==> src/rtl/sorted_key_index_count_core_macros.svh <==
// ----------------------------------------------------------------------------
// Assertion macros for the sorted key index count core
// Concurrent checks on clk_i, disabled while rst_ni is low.
// ----------------------------------------------------------------------------
`ifndef SORTED_KEY_INDEX_COUNT_CORE_MACROS_SVH
`define SORTED_KEY_INDEX_COUNT_CORE_MACROS_SVH

`ifndef SYNTHESIS
`define SKIC_ASSERT(lbl, prop, msg) \
  lbl: assert property (@(posedge clk_i) disable iff (!rst_ni) (prop)) else $error(msg);
`define SKIC_ASSERT_NEXT(lbl, pre, post, msg) \
  lbl: assert property (@(posedge clk_i) disable iff (!rst_ni) (pre) |=> (post)) \
    else $error(msg);
`else
`define SKIC_ASSERT(lbl, prop, msg)
`define SKIC_ASSERT_NEXT(lbl, pre, post, msg)
`endif

`endif

==> src/rtl/skic_pkg.sv <==
// ----------------------------------------------------------------------------
// skic_pkg
// Item types, codes and controller/datapath command types.
// ----------------------------------------------------------------------------
`default_nettype none

package skic_pkg;

  localparam logic [1:0] KIND_LOAD  = 2'd0;
  localparam logic [1:0] KIND_COUNT = 2'd1;
  localparam logic [1:0] KIND_READ  = 2'd2;
  localparam logic [1:0] KIND_SPARE = 2'd3;

  localparam logic [1:0] COL_FIRST  = 2'd1;
  localparam logic [1:0] COL_SECOND = 2'd2;

  localparam logic [1:0] STATUS_OK      = 2'd0;
  localparam logic [1:0] STATUS_BAD_COL = 2'd1;
  localparam logic [1:0] STATUS_FULL    = 2'd2;
  localparam logic [1:0] STATUS_RANGE   = 2'd3;

  typedef struct packed {
    logic [1:0]         kind;
    logic [1:0]         column;
    logic signed [31:0] key_value;
    logic [11:0]        position;
    logic               load_last;
  } in_item_t;

  typedef struct packed {
    logic [12:0]        match_count;
    logic signed [31:0] read_value;
    logic [12:0]        table_size;
    logic [1:0]         status;
  } out_item_t;

  typedef enum logic [3:0] {
    OP_NONE,
    OP_LATCH,
    OP_DISPATCH,
    OP_RWAIT,
    OP_SRCH,
    OP_SWAIT,
    OP_COPY_RD,
    OP_COPY_WR,
    OP_BUB_RD0,
    OP_BUB_LD0,
    OP_BUB_RD,
    OP_BUB_CMP,
    OP_BUB_END,
    OP_PUBLISH
  } op_e;

  typedef struct packed {
    logic go_read;
    logic go_search;
    logic go_copy;
    logic srch_open;
    logic srch_upper;
    logic copy_done;
    logic bub_small;
    logic bub_pass_end;
    logic bub_again;
    logic out_free;
  } dp_status_t;

endpackage

`default_nettype wire

==> src/rtl/skic_ctrl.sv <==
// ----------------------------------------------------------------------------
// skic_ctrl
// Sequencer: takes one item, steps the datapath through load, read, the two
// binary searches or the copy and bubble sort, then hands the result over.
// ----------------------------------------------------------------------------
`default_nettype none

`include "sorted_key_index_count_core_macros.svh"

module skic_ctrl (
  input  wire                   clk_i,
  input  wire                   rst_ni,
  input  wire                   in_valid_i,
  output logic                  in_stall_o,
  input  skic_pkg::dp_status_t  status_i,
  output skic_pkg::op_e         cmd_o
);
  import skic_pkg::*;

  localparam logic [3:0] S_IDLE  = 4'd0;
  localparam logic [3:0] S_DISP  = 4'd1;
  localparam logic [3:0] S_RWAIT = 4'd2;
  localparam logic [3:0] S_SRCH  = 4'd3;
  localparam logic [3:0] S_SWAIT = 4'd4;
  localparam logic [3:0] S_COPY  = 4'd5;
  localparam logic [3:0] S_COPYW = 4'd6;
  localparam logic [3:0] S_BSTRT = 4'd7;
  localparam logic [3:0] S_BRD0  = 4'd8;
  localparam logic [3:0] S_BLD0  = 4'd9;
  localparam logic [3:0] S_BRD   = 4'd10;
  localparam logic [3:0] S_BCMP  = 4'd11;
  localparam logic [3:0] S_BEND  = 4'd12;
  localparam logic [3:0] S_FIN   = 4'd13;

  logic [3:0] state_q, state_d;

  always_comb begin
    state_d = state_q;
    cmd_o   = OP_NONE;
    unique case (state_q)
      S_IDLE: begin
        if (in_valid_i) begin
          cmd_o   = OP_LATCH;
          state_d = S_DISP;
        end
      end
      S_DISP: begin
        cmd_o = OP_DISPATCH;
        priority if (status_i.go_read)   state_d = S_RWAIT;
        else if (status_i.go_search)     state_d = S_SRCH;
        else if (status_i.go_copy)       state_d = S_COPY;
        else                             state_d = S_FIN;
      end
      S_RWAIT: begin
        cmd_o   = OP_RWAIT;
        state_d = S_FIN;
      end
      S_SRCH: begin
        cmd_o = OP_SRCH;
        priority if (status_i.srch_open) state_d = S_SWAIT;
        else if (status_i.srch_upper)    state_d = S_FIN;
        else                             state_d = S_SRCH;
      end
      S_SWAIT: begin
        cmd_o   = OP_SWAIT;
        state_d = S_SRCH;
      end
      S_COPY: begin
        if (status_i.copy_done) begin
          state_d = S_BSTRT;
        end else begin
          cmd_o   = OP_COPY_RD;
          state_d = S_COPYW;
        end
      end
      S_COPYW: begin
        cmd_o   = OP_COPY_WR;
        state_d = S_COPY;
      end
      S_BSTRT: state_d = status_i.bub_small ? S_FIN : S_BRD0;
      S_BRD0: begin
        cmd_o   = OP_BUB_RD0;
        state_d = S_BLD0;
      end
      S_BLD0: begin
        cmd_o   = OP_BUB_LD0;
        state_d = S_BRD;
      end
      S_BRD: begin
        cmd_o   = OP_BUB_RD;
        state_d = S_BCMP;
      end
      S_BCMP: begin
        cmd_o   = OP_BUB_CMP;
        state_d = status_i.bub_pass_end ? S_BEND : S_BRD;
      end
      S_BEND: begin
        cmd_o   = OP_BUB_END;
        state_d = status_i.bub_again ? S_BRD0 : S_FIN;
      end
      S_FIN: begin
        // hold the result until the output register is free
        if (status_i.out_free) begin
          cmd_o   = OP_PUBLISH;
          state_d = S_IDLE;
        end
      end
      default: state_d = S_IDLE;
    endcase
  end

  always_ff @(posedge clk_i or negedge rst_ni) begin
    if (!rst_ni) begin
      state_q <= S_IDLE;
    end else begin
      state_q <= state_d;
    end
  end

  assign in_stall_o = (state_q != S_IDLE);

  `SKIC_ASSERT_NEXT(a_take, (state_q == S_IDLE) && in_valid_i, state_q == S_DISP, "no dispatch")

endmodule

`default_nettype wire

==> config.mk <==
export PLATFORM = sky130hd
export DESIGN_NAME = skic_ctrl
export DESIGN_NICKNAME = d
export VERILOG_FILES = /design/src/rtl/skic_pkg.sv /design/src/rtl/skic_ctrl.sv
export VERILOG_INCLUDE_DIRS = /design/src /design/src/rtl
export SDC_FILE = /design/constraint.sdc
export NUM_CORES = 1
export LEC_CHECK = 0
export ABC_AREA = 1
export BUFFER_PORTS_ARGS = -buffer_cell sky130_fd_sc_hd__buf_2
export CORE_AREA = 4 4 41 43
export DETAILED_ROUTE_END_ITERATION = 16
export DIE_AREA = 0 0 45 47
export SYNTH_ARGS = -nofsm -noshare
export SYNTH_HDL_FRONTEND = slang
export SYNTH_SLANG_ARGS = --single-unit
==> constraint.sdc <==
create_clock -name clk_i -period 1.1 [get_ports clk_i]
set_input_delay 0.11 -clock clk_i [delete_from_list [all_inputs] [get_ports clk_i]]
set_output_delay 0.11 -clock clk_i [all_outputs]
set_load 0.02 [all_outputs]
==> out/results.txt, run 1 <==
Status: finished with violations
Violated checks: setup timing
FF+latch count, synth: 4
H-Tree Depth: 1
Worst rel slew slack: 0.846
Routed via count: 704
Slowest stage cell on the critical path: dfrtp_1
CORE AREA: 1300 sq um
Largest net degree at the start of global routing: 7
Biggest register: state_q
Hold wc startpoint: status_i[5]
P per Cell Area: 3030 nW/um^2
Max Cap Viol: 0
Placed Instance Area: 722 sq um
Largest regs: state_q x4
Worst Path Required: 990 ps
Setup ws final: -405 ps
Post-route minimum period: 1500 ps
Tightest Pin Transition: 230 ps
Mapped cell area: 472 sq um
Non-filler cells, final: 141
Worst-path clk slew: 40 ps
CP cell instances: buf_6, nor2_4, nand2_1, o21ai_1, inv_1, o2111ai_2, buf_6
Max clock buf depth: 2
# nets final: 141
Final Max Tran Viols: 0
Post-detail-place hpwl: 1310 um
CTS buffer count: 3
Final ANT Viol Nets: 0
Share of cells above drive strength 1: 0.563
Worst vdd ir: 1.63 mV
Final setup vio count: 9
Synthesis-to-layout area growth: 89.1%
Initial Utilization: 0.362
Vias per inst: 4.99
Worst Reg-to-Reg Cells: 10
Design area: 892 sq um
Site Rows: 13
Clock Skew: 6.52 ps
Leak pwr: 0.476 nW
Vias in the first global route: 678
Most frequent CP cell: buf_6
Hold path cells: 3
Drt total wl: 1750 um
Avg WL per Cell: 12.4 um
Critical R2R Launch: state_q[0]$_DFFE_PN0P_
Final Hold Slack: 160 ps
Die Y: 47 um
Buffers on Ports: 17
Critical path launch point: state_q[1]$_DFFE_PN0P_
Crit path arrival time: 1390 ps
Drt pass-1 iters: 4
Placer congestion estimate: 0.905
Syn. warnings: 0
Number of flip-flops in the largest register: 4
Clk sinks: 4
Die width: 45 um
Post-Syn Nets: 96
CP Launch Type: flop
Tightest Hold Check Type: in -> reg
# diodes: 0
Initial antenna violation count: 0
Critical path capture point type: output port
Library cells used by synthesis: 18
Top Ports: 18
Max Fclk: 0.665 GHz
CTS tree: yes
Global Route Usage Sum: 0.181
# placed instances: 132
Setup CP Type: reg -> out
Total grt overflow: 0
First-pass GRT wire length: 2710 um
Seq/Total Area, Yosys: 0.212
Synth Instances: 83
Hold Fails Final Rpt: 0
Setup WS pre-CTS: -205 ps
Fin util: 0.686
DR DRC count: 0
Slowest stage delay, CP: 380 ps
Fin crit share: 1.37
Crit path max fanout: 5
Clk_lat worst skew: 230 ps
Root buffer cell: clkbuf_4
Full die area: 2120 sq um
Syn Area/Cell: 5.68 sq um
DRT iter0 DRCs: 8
RSZ-0062 raised after global routing: true
cells in the mapped netlist:
| cell | instances | area (sq um) |
|---|---|---|
| nand2_1 | 29 | 109 |
| nor2_1 | 10 | 37.5 |
| inv_1 | 9 | 33.8 |
| nand3_1 | 9 | 45.0 |
| dfrtp_1 | 4 | 100 |
| o21ai_0 | 4 | 20.0 |
| inv_2 | 2 | 7.51 |
| nand3b_1 | 2 | 15.0 |
| nand4_1 | 2 | 12.5 |
| nor2_2 | 2 | 12.5 |
| nor2_4 | 2 | 22.5 |
| o2111ai_1 | 2 | 17.5 |
| a211oi_1 | 1 | 7.51 |
| a22oi_1 | 1 | 7.51 |
| a31oi_1 | 1 | 6.26 |
| clkinv_1 | 1 | 3.75 |
| nand2_2 | 1 | 6.26 |
| o21a_1 | 1 | 7.51 |
path summary, 6_finish.rpt:
| check | endpoint | slack [ps] |
|---|---|---|
| setup / recovery | cmd_o[2] | -400 |
| hold / removal | state_q[3]$_DFFE_PN0P_ | 160 |
| setup reg to reg | state_q[0]$_DFFE_PN0P_ | -240 |
| hold reg to reg | state_q[1]$_DFFE_PN0P_ | 780 |
| max in group asynchronous | state_q[3]$_DFFE_PN0P_ | 730 |
| min in group asynchronous | state_q[1]$_DFFE_PN0P_ | 240 |
cells by family (layout without fill, tap and decap cells):
logic type,count (synthesis),in the layout,synth area share
and+or+nand+nor,57,57,0.552
DFF,4,4,0.212
buffers and inverters,12,55,0.0955
AOI/OAI and AO/OA,10,10,0.141
stage by stage:
| stage | power, mW | TNS (ps) |
|---|---|---|
| floorplan | 1.26 | -175 |
| global placement | 1.94 | -1330 |
| detailed placement | 1.95 | -1380 |
| CTS | 2.39 | -2230 |
| global route | 2.93 | -2950 |
| finish | 2.70 | -2270 |
cell usage in the layout, fill, tap and decap left out, drive strengths merged:
| cell type | netlist | layout |
|---|---|---|
| nand3b | 2 | 2 |
| o21ai | 4 | 4 |
| nand4 | 2 | 2 |
| clkbuf | 0 | 3 |
| a31oi | 1 | 1 |
| nor2 | 14 | 14 |
| inv | 11 | 11 |
| dfrtp | 4 | 4 |
| a211oi | 1 | 1 |
| o21a | 1 | 1 |
| nand2 | 30 | 30 |
| a22oi | 1 | 1 |
| o2111ai | 2 | 2 |
| dlygate4sd3 | 0 | 1 |
| clkinv | 1 | 1 |
| buf | 0 | 39 |
| nand3 | 9 | 9 |
layout make-up:
| class | instances | area, sq um |
|---|---|---|
| fillers | 127 | 409 |
| repair buffers | 40 | 304 |
| clock buffers | 3 | 22.5 |
| flip-flops and latches | 4 | 104 |
| inverters | 12 | 51.3 |
| multi-input cells | 67 | 392 |
| well taps | 15 | 18.8 |
power by group:
part | leakage (nW) | switching, mW | internal (mW) | total (mW)
sequential | 0.0448 | 0.133 | 0.233 | 0.365
clock | 0.0138 | 0.0562 | 0.122 | 0.178
combinational | 0.417 | 1.10 | 1.06 | 2.16
total | 0.476 | 1.29 | 1.41 | 2.70
metal layers:
| layer | global-route usage | routed length, um | up-vias | share of wire |
|---|---|---|---|---|
| met5 | 0 | 0 | - | 0 |
| met4 | 0.140 | 57 | 0 | 0.033 |
| met3 | 0.0230 | 112 | 6 | 0.064 |
| met2 | 0.311 | 879 | 26 | 0.50 |
| met1 | 0.202 | 695 | 310 | 0.40 |
| li1 | - | - | 362 | - |
repair_timing:
| item | 4_1_cts | 5_1_grt |
|---|---|---|
| buffers inserted | 4 | 2 |
| setup endpoints to repair | 9 | 9 |
| endpoints found under the hold margin | 4 | 0 |
| pin swaps | 5 | 10 |
| hold buffers | 1 | 0 |
| resized for setup | 16 | 20 |
worst max-delay path: cells and delay by family (launching register included):
kind | cells | cell delay (ps)
DFF | 1 | 380
buffers and inverters | 3 | 360
AOI/OAI and AO/OA | 2 | 200
and+or+nand+nor | 2 | 220
(Power assumes the default switching activity.)
==> run 2, diff against run 1 <==
==> constraint.sdc (replaced) <==
create_clock -name clk_i -period 1.1 [get_ports clk_i]
set_input_delay 0.165 -clock clk_i [delete_from_list [all_inputs] [get_ports clk_i]]
set_output_delay 0.165 -clock clk_i [all_outputs]
set_load 0.02 [all_outputs]
==> run 2 against run 1 <==
The run still ends with setup timing left. Via count up 8.1%. Final cell count grew 5.0%. Highest routed layer unchanged. Maximum frequency shrank 6.4%. Clock skew increased by 2.0 ps. Flip-flop and latch count unchanged. Count of clock-buffer cells in the layout unchanged. Critical path type unchanged. Largest power group unchanged.
==> out/results.txt, run 2 (same netlist as run 1, synthesis figures left out) <==
Status: finished with violations
Violated checks: setup timing
Setup ws final: -509 ps
Final ANT Viol Nets: 0
Synthesis-to-layout area growth: 103%
Max Fclk: 0.622 GHz
Clock Skew: 8.51 ps
Tightest Pin Transition: 231 ps
Final setup vio count: 9
Max clock buf depth: 2
Avg WL per Cell: 13.2 um
Fillers: 107
Buffers on Ports: 17
CORE AREA: 1300 sq um
H-Tree Depth: 1
CTS buffer count: 3
Slowest stage cell on the critical path: dfrtp_1
Hold Fails Final Rpt: 0
Clk_lat worst skew: 240 ps
Initial antenna violation count: 0
Crit path max fanout: 4
Site Rows: 13
Crit path arrival time: 1440 ps
Worst Path Required: 940 ps
Post-route minimum period: 1610 ps
Critical path capture point type: output port
Worst-path clk slew: 30 ps
First-pass GRT wire length: 2990 um
Placer congestion estimate: 0.883
Net Sw Power: 1.36 mW
Number of flip-flops in the largest register: 4
WL met2: 965 um
Vias per inst: 5.14
Vias in the first global route: 735
Drt total wl: 1960 um
CTS tree: yes
Final Hold Slack: 215 ps
Largest net degree at the start of global routing: 6
Largest regs: state_q x4
Final Max Tran Viols: 0
Full die area: 2120 sq um
Non-filler cells, final: 148
Fin crit share: 1.46
Switching share of total power: 0.481
DRT iter0 DRCs: 25
Leak pwr: 0.534 nW
Most common cell after layout, fill and taps aside: buf_4
Clk pwr share: 0.066
DR top layer: met4
Most frequent cells in the layout: buf_4 (27), nand2_1 (20), buf_2 (13)
Met3 wire length: 110 um
Drt pass-1 iters: 4
# diodes: 0
Post-detail-place hpwl: 1350 um
CP cell instances: inv_2, nor2_4, nand2_2, nand2_1, a31oi_1, nand4_1, buf_4
Global Route Usage Sum: 0.199
Total grt overflow: 0
Tightest Hold Check Type: in -> reg
Clk sinks: 4
Worst vdd ir: 1.42 mV
Die Y: 47 um
Worst rel slew slack: 0.845
Top Ports: 18
Initial Utilization: 0.362
P per Cell Area: 2960 nW/um^2
Wire length on met1: 814 um
Multi-input logic area: 409 sq um
Die width: 45 um
DR DRC count: 0
RSZ-0062 raised after global routing: true
Max Cap Viol: 0
Pint: 1.47 mW
# nets final: 148
# placed instances: 136
Register area: 104 sq um
CP Launch Type: flop
Share of cells above drive strength 1: 0.602
Root buffer cell: clkbuf_4
Seq pwr share: 0.129
Slowest stage delay, CP: 430 ps
Combinational share of power: 0.805
Setup CP Type: reg -> out
Routed via count: 761
Biggest register: state_q
-- run 2: cell count changes in the layout (fill, tap and decap cells not counted), sizes merged --
cell / before / now
buf: 39 / 46
-- run 2: what timing repair did --
action | in CTS | in global routing
setup buffers | 9 | 2
gates resized for setup | 28 | 6
pin swaps | 10 | 6
setup endpoints to repair | 9 | 9
hold endpoints to repair | 4 | 0
hold buffers | 1 | 0
-- run 2: metal layers --
layer	vias to the layer above	GRT usage
met1	350	0.227
met4	0	0.175
met3	7	0.00766
met2	32	0.339
li1	372	-
met5	-	0
-- run 2: path summary, 6_finish.rpt --
path	startpoint	endpoint	slack, ps	depth (start not counted)
max	state_q[2]$_DFFE_PN0P_	cmd_o[0]	-510	7
min	status_i[5]	state_q[3]$_DFFE_PN0P_	220	3
max reg2reg	state_q[0]$_DFFE_PN0P_	state_q[0]$_DFFE_PN0P_	-360	11
min reg2reg	state_q[3]$_DFFE_PN0P_	state_q[3]$_DFFE_PN0P_	840	5
max in group asynchronous	rst_ni	state_q[3]$_DFFE_PN0P_	710	2
min in group asynchronous	rst_ni	state_q[0]$_DFFE_PN0P_	250	2
-- run 2: worst max-delay path, delay by kind of cell, from the launching register on --
family / cells / cell delay (ps)
AOI/OAI and AO/OA: 1 / 170
buffers and inverters: 2 / 290
DFF: 1 / 430
and+or+nand+nor: 4 / 310
-- run 2: layout make-up --
class                      instances  area share
timing repair buffer              47       0.370
clock buffer                       3      0.0235
inverter                          12      0.0510
sequential                         4       0.108
multi-input combinational         67       0.427
tap                               15      0.0196
-- run 2: power groups by stage --
stage          Sequential (mW)  Clock (mW)  Combinational, mW
2_1_floorplan            0.324           0              0.942
3_3_place_gp             0.333           0               1.66
3_5_place_dp             0.338           0               1.68
4_1_cts                  0.348       0.196               2.12
5_1_grt                  0.375       0.202               2.44
6_report                 0.364       0.188               2.28
-- run 2: per-stage QoR --
step / cell area [sq um] / worst slack [ps] / setup TNS, ps / utilization / total power, mW
5_1_grt: 957 / -571 / -3850 / 0.736 / 3.01
3_3_place_gp: 752 / -228 / -1450 / 0.578 / 2.00
6_report: 957 / -509 / -3260 / 0.736 / 2.83
2_1_floorplan: 490 / -124 / -340 / - / 1.27
3_5_place_dp: 752 / -236 / -1520 / 0.578 / 2.02
4_1_cts: 920 / -451 / -2980 / 0.707 / 2.66
==> run 3, diff against run 2 <==
SETUP_SLACK_MARGIN = 0.3   (was not set)
==> run 3 against run 2 <==
The flow still finishes with violations (setup timing). Sequential power rose by 7.4%. First-iteration DRC count fell by 24%. Core utilization fell by 2.6 points. Final cell count fell by 1.4%. Setup slack improved by 53 ps. Design area fell by 3.5%. Largest cell class unchanged.
==> out/results.txt, run 3 (same netlist as run 1, synthesis figures left out) <==
Design area: 923 sq um
Leak pwr: 0.498 nW
CP cell instances: inv_2, nor2_4, nand2_2, inv_4, a211oi_4, nand2_2, buf_4
Most common cell after layout, fill and taps aside: buf_4
Die width: 45 um
CORE AREA: 1300 sq um
Max Cap Viol: 0
Biggest register: state_q
Pint: 1.45 mW
CP Launch Type: flop
Hold Fails Final Rpt: 0
Max Fclk: 0.643 GHz
Final ANT Viol Nets: 0
P per Cell Area: 2980 nW/um^2
Slowest stage cell on the critical path: dfrtp_2
Tightest Pin Transition: 280 ps
Switching share of total power: 0.474
Vias per inst: 4.89
Top Ports: 18
Hold wc startpoint: status_i[5]
Crit path arrival time: 1390 ps
# nets final: 145
Full die area: 2120 sq um
Setup CP Type: reg -> out
Combinational share of power: 0.789
Clk pwr share: 0.069
DRT iter0 DRCs: 19
Fin crit share: 1.41
Non-filler cells, final: 146
Drt total wl: 1790 um
Initial antenna violation count: 0
Worst vdd ir: 1.86 mV
Clk sinks: 4
CTS buffer count: 3
Critical path capture point type: output port
Hold worst-path end: state_q[3]$_DFFE_PN0P_
CTS tree: yes
Worst Path Required: 940 ps
Post-route minimum period: 1560 ps
Initial Utilization: 0.362
Clk_lat worst skew: 230 ps
Worst Reg-to-Reg Cells: 11
Most frequent CP cell: nand2_2
Slowest stage delay, CP: 450 ps
RSZ-0062 raised after global routing: true
First-pass GRT wire length: 2880 um
Status: finished with violations
Drt pass-1 iters: 4
Critical R2R Launch: state_q[0]$_DFFE_PN0P_
Largest regs: state_q x4
Max clock buf depth: 2
# diodes: 0
Clock Skew: 8.56 ps
Net Sw Power: 1.31 mW
Vias in the first global route: 709
Most frequent cells in the layout: buf_4 (25), nand2_1 (21), buf_2 (12)
Setup ws final: -455 ps
Routed via count: 714
H-Tree Depth: 1
Total grt overflow: 0
Crit path max fanout: 5
Buffers on Ports: 17
Root buffer cell: clkbuf_4
Worst-path clk slew: 40 ps
Worst rel slew slack: 0.813
Avg WL per Cell: 12.3 um
FF-to-FF setup slack: -400 ps
Die Y: 47 um
Site Rows: 13
Hold path cells: 3
Seq pwr share: 0.142
# placed instances: 134
Share of cells above drive strength 1: 0.573
Synthesis-to-layout area growth: 95.8%
Critical path launch point: state_q[0]$_DFFE_PN0P_
Tightest Hold Check Type: in -> reg
Number of flip-flops in the largest register: 4
Post-detail-place hpwl: 1330 um
Global Route Usage Sum: 0.186
Placer congestion estimate: 0.863
Final setup vio count: 9
Placed Instance Area: 744 sq um
Final Max Tran Viols: 0
R2R Path End: state_q[0]$_DFFE_PN0P_
Violated checks: setup timing
DR DRC count: 0
Largest net degree at the start of global routing: 6
run 3: cell type report:
type / instances / area [sq um]
inverters: 12 / 50.0
multi-input cells: 67 / 398
repair buffers: 44 / 325
fillers: 112 / 378
clock buffers: 4 / 26.3
well taps: 15 / 18.8
flip-flops and latches: 4 / 105
run 3: layer usage:
metal / global-route usage / routed length, um
met1: 0.211 / 787
met2: 0.347 / 896
met3: 0.0230 / 86
met4: 0.0819 / 23
met5: 0 / 0
run 3: critical path, delay by kind of cell (launching register included):
kind | cells | cell delay (ps)
buffers and inverters | 3 | 320
AO/OA/AOI/OAI | 1 | 170
flip-flops | 1 | 450
AND/OR/NAND/NOR | 3 | 210
run 3: worst max path at each step:
stage	end	slack, ps	depth (start not counted)
finish	cmd_o[1]	-460	7
global route	cmd_o[0]	-610	7
CTS	cmd_o[1]	-430	7
detailed placement	cmd_o[1]	-240	7
global placement	cmd_o[1]	-240	7
floorplan	cmd_o[0]	-120	6
run 3: timing repair:
| action | in CTS | in global routing |
|---|---|---|
| pin swaps | 6 | 3 |
| gates resized for setup | 11 | 18 |
| hold endpoints to repair | 4 | 0 |
| hold buffers | 1 | 0 |
| setup endpoints to repair | 9 | 9 |
| setup buffers | 5 | 2 |
run 3: stage by stage:
step	hold WS [ps]	total power [mW]	setup slack, ps	utilization	TNS [ps]
detailed placement	-29.1	1.99	-243	0.572	-1540
CTS	202	2.45	-428	0.652	-2710
finish	199	2.75	-455	0.710	-3040
floorplan	-131	1.29	-116	-	-357
global placement	-28.7	1.98	-239	0.572	-1520
global route	222	2.99	-609	0.710	-3940
run 3: power groups by stage:
stage / sequential [mW] / clock, mW / combinational (mW)
6_report: 0.391 / 0.190 / 2.17
5_1_grt: 0.404 / 0.211 / 2.38
4_1_cts: 0.374 / 0.195 / 1.88
3_5_place_dp: 0.358 / 0 / 1.63
3_3_place_gp: 0.351 / 0 / 1.63
2_1_floorplan: 0.337 / 0 / 0.958
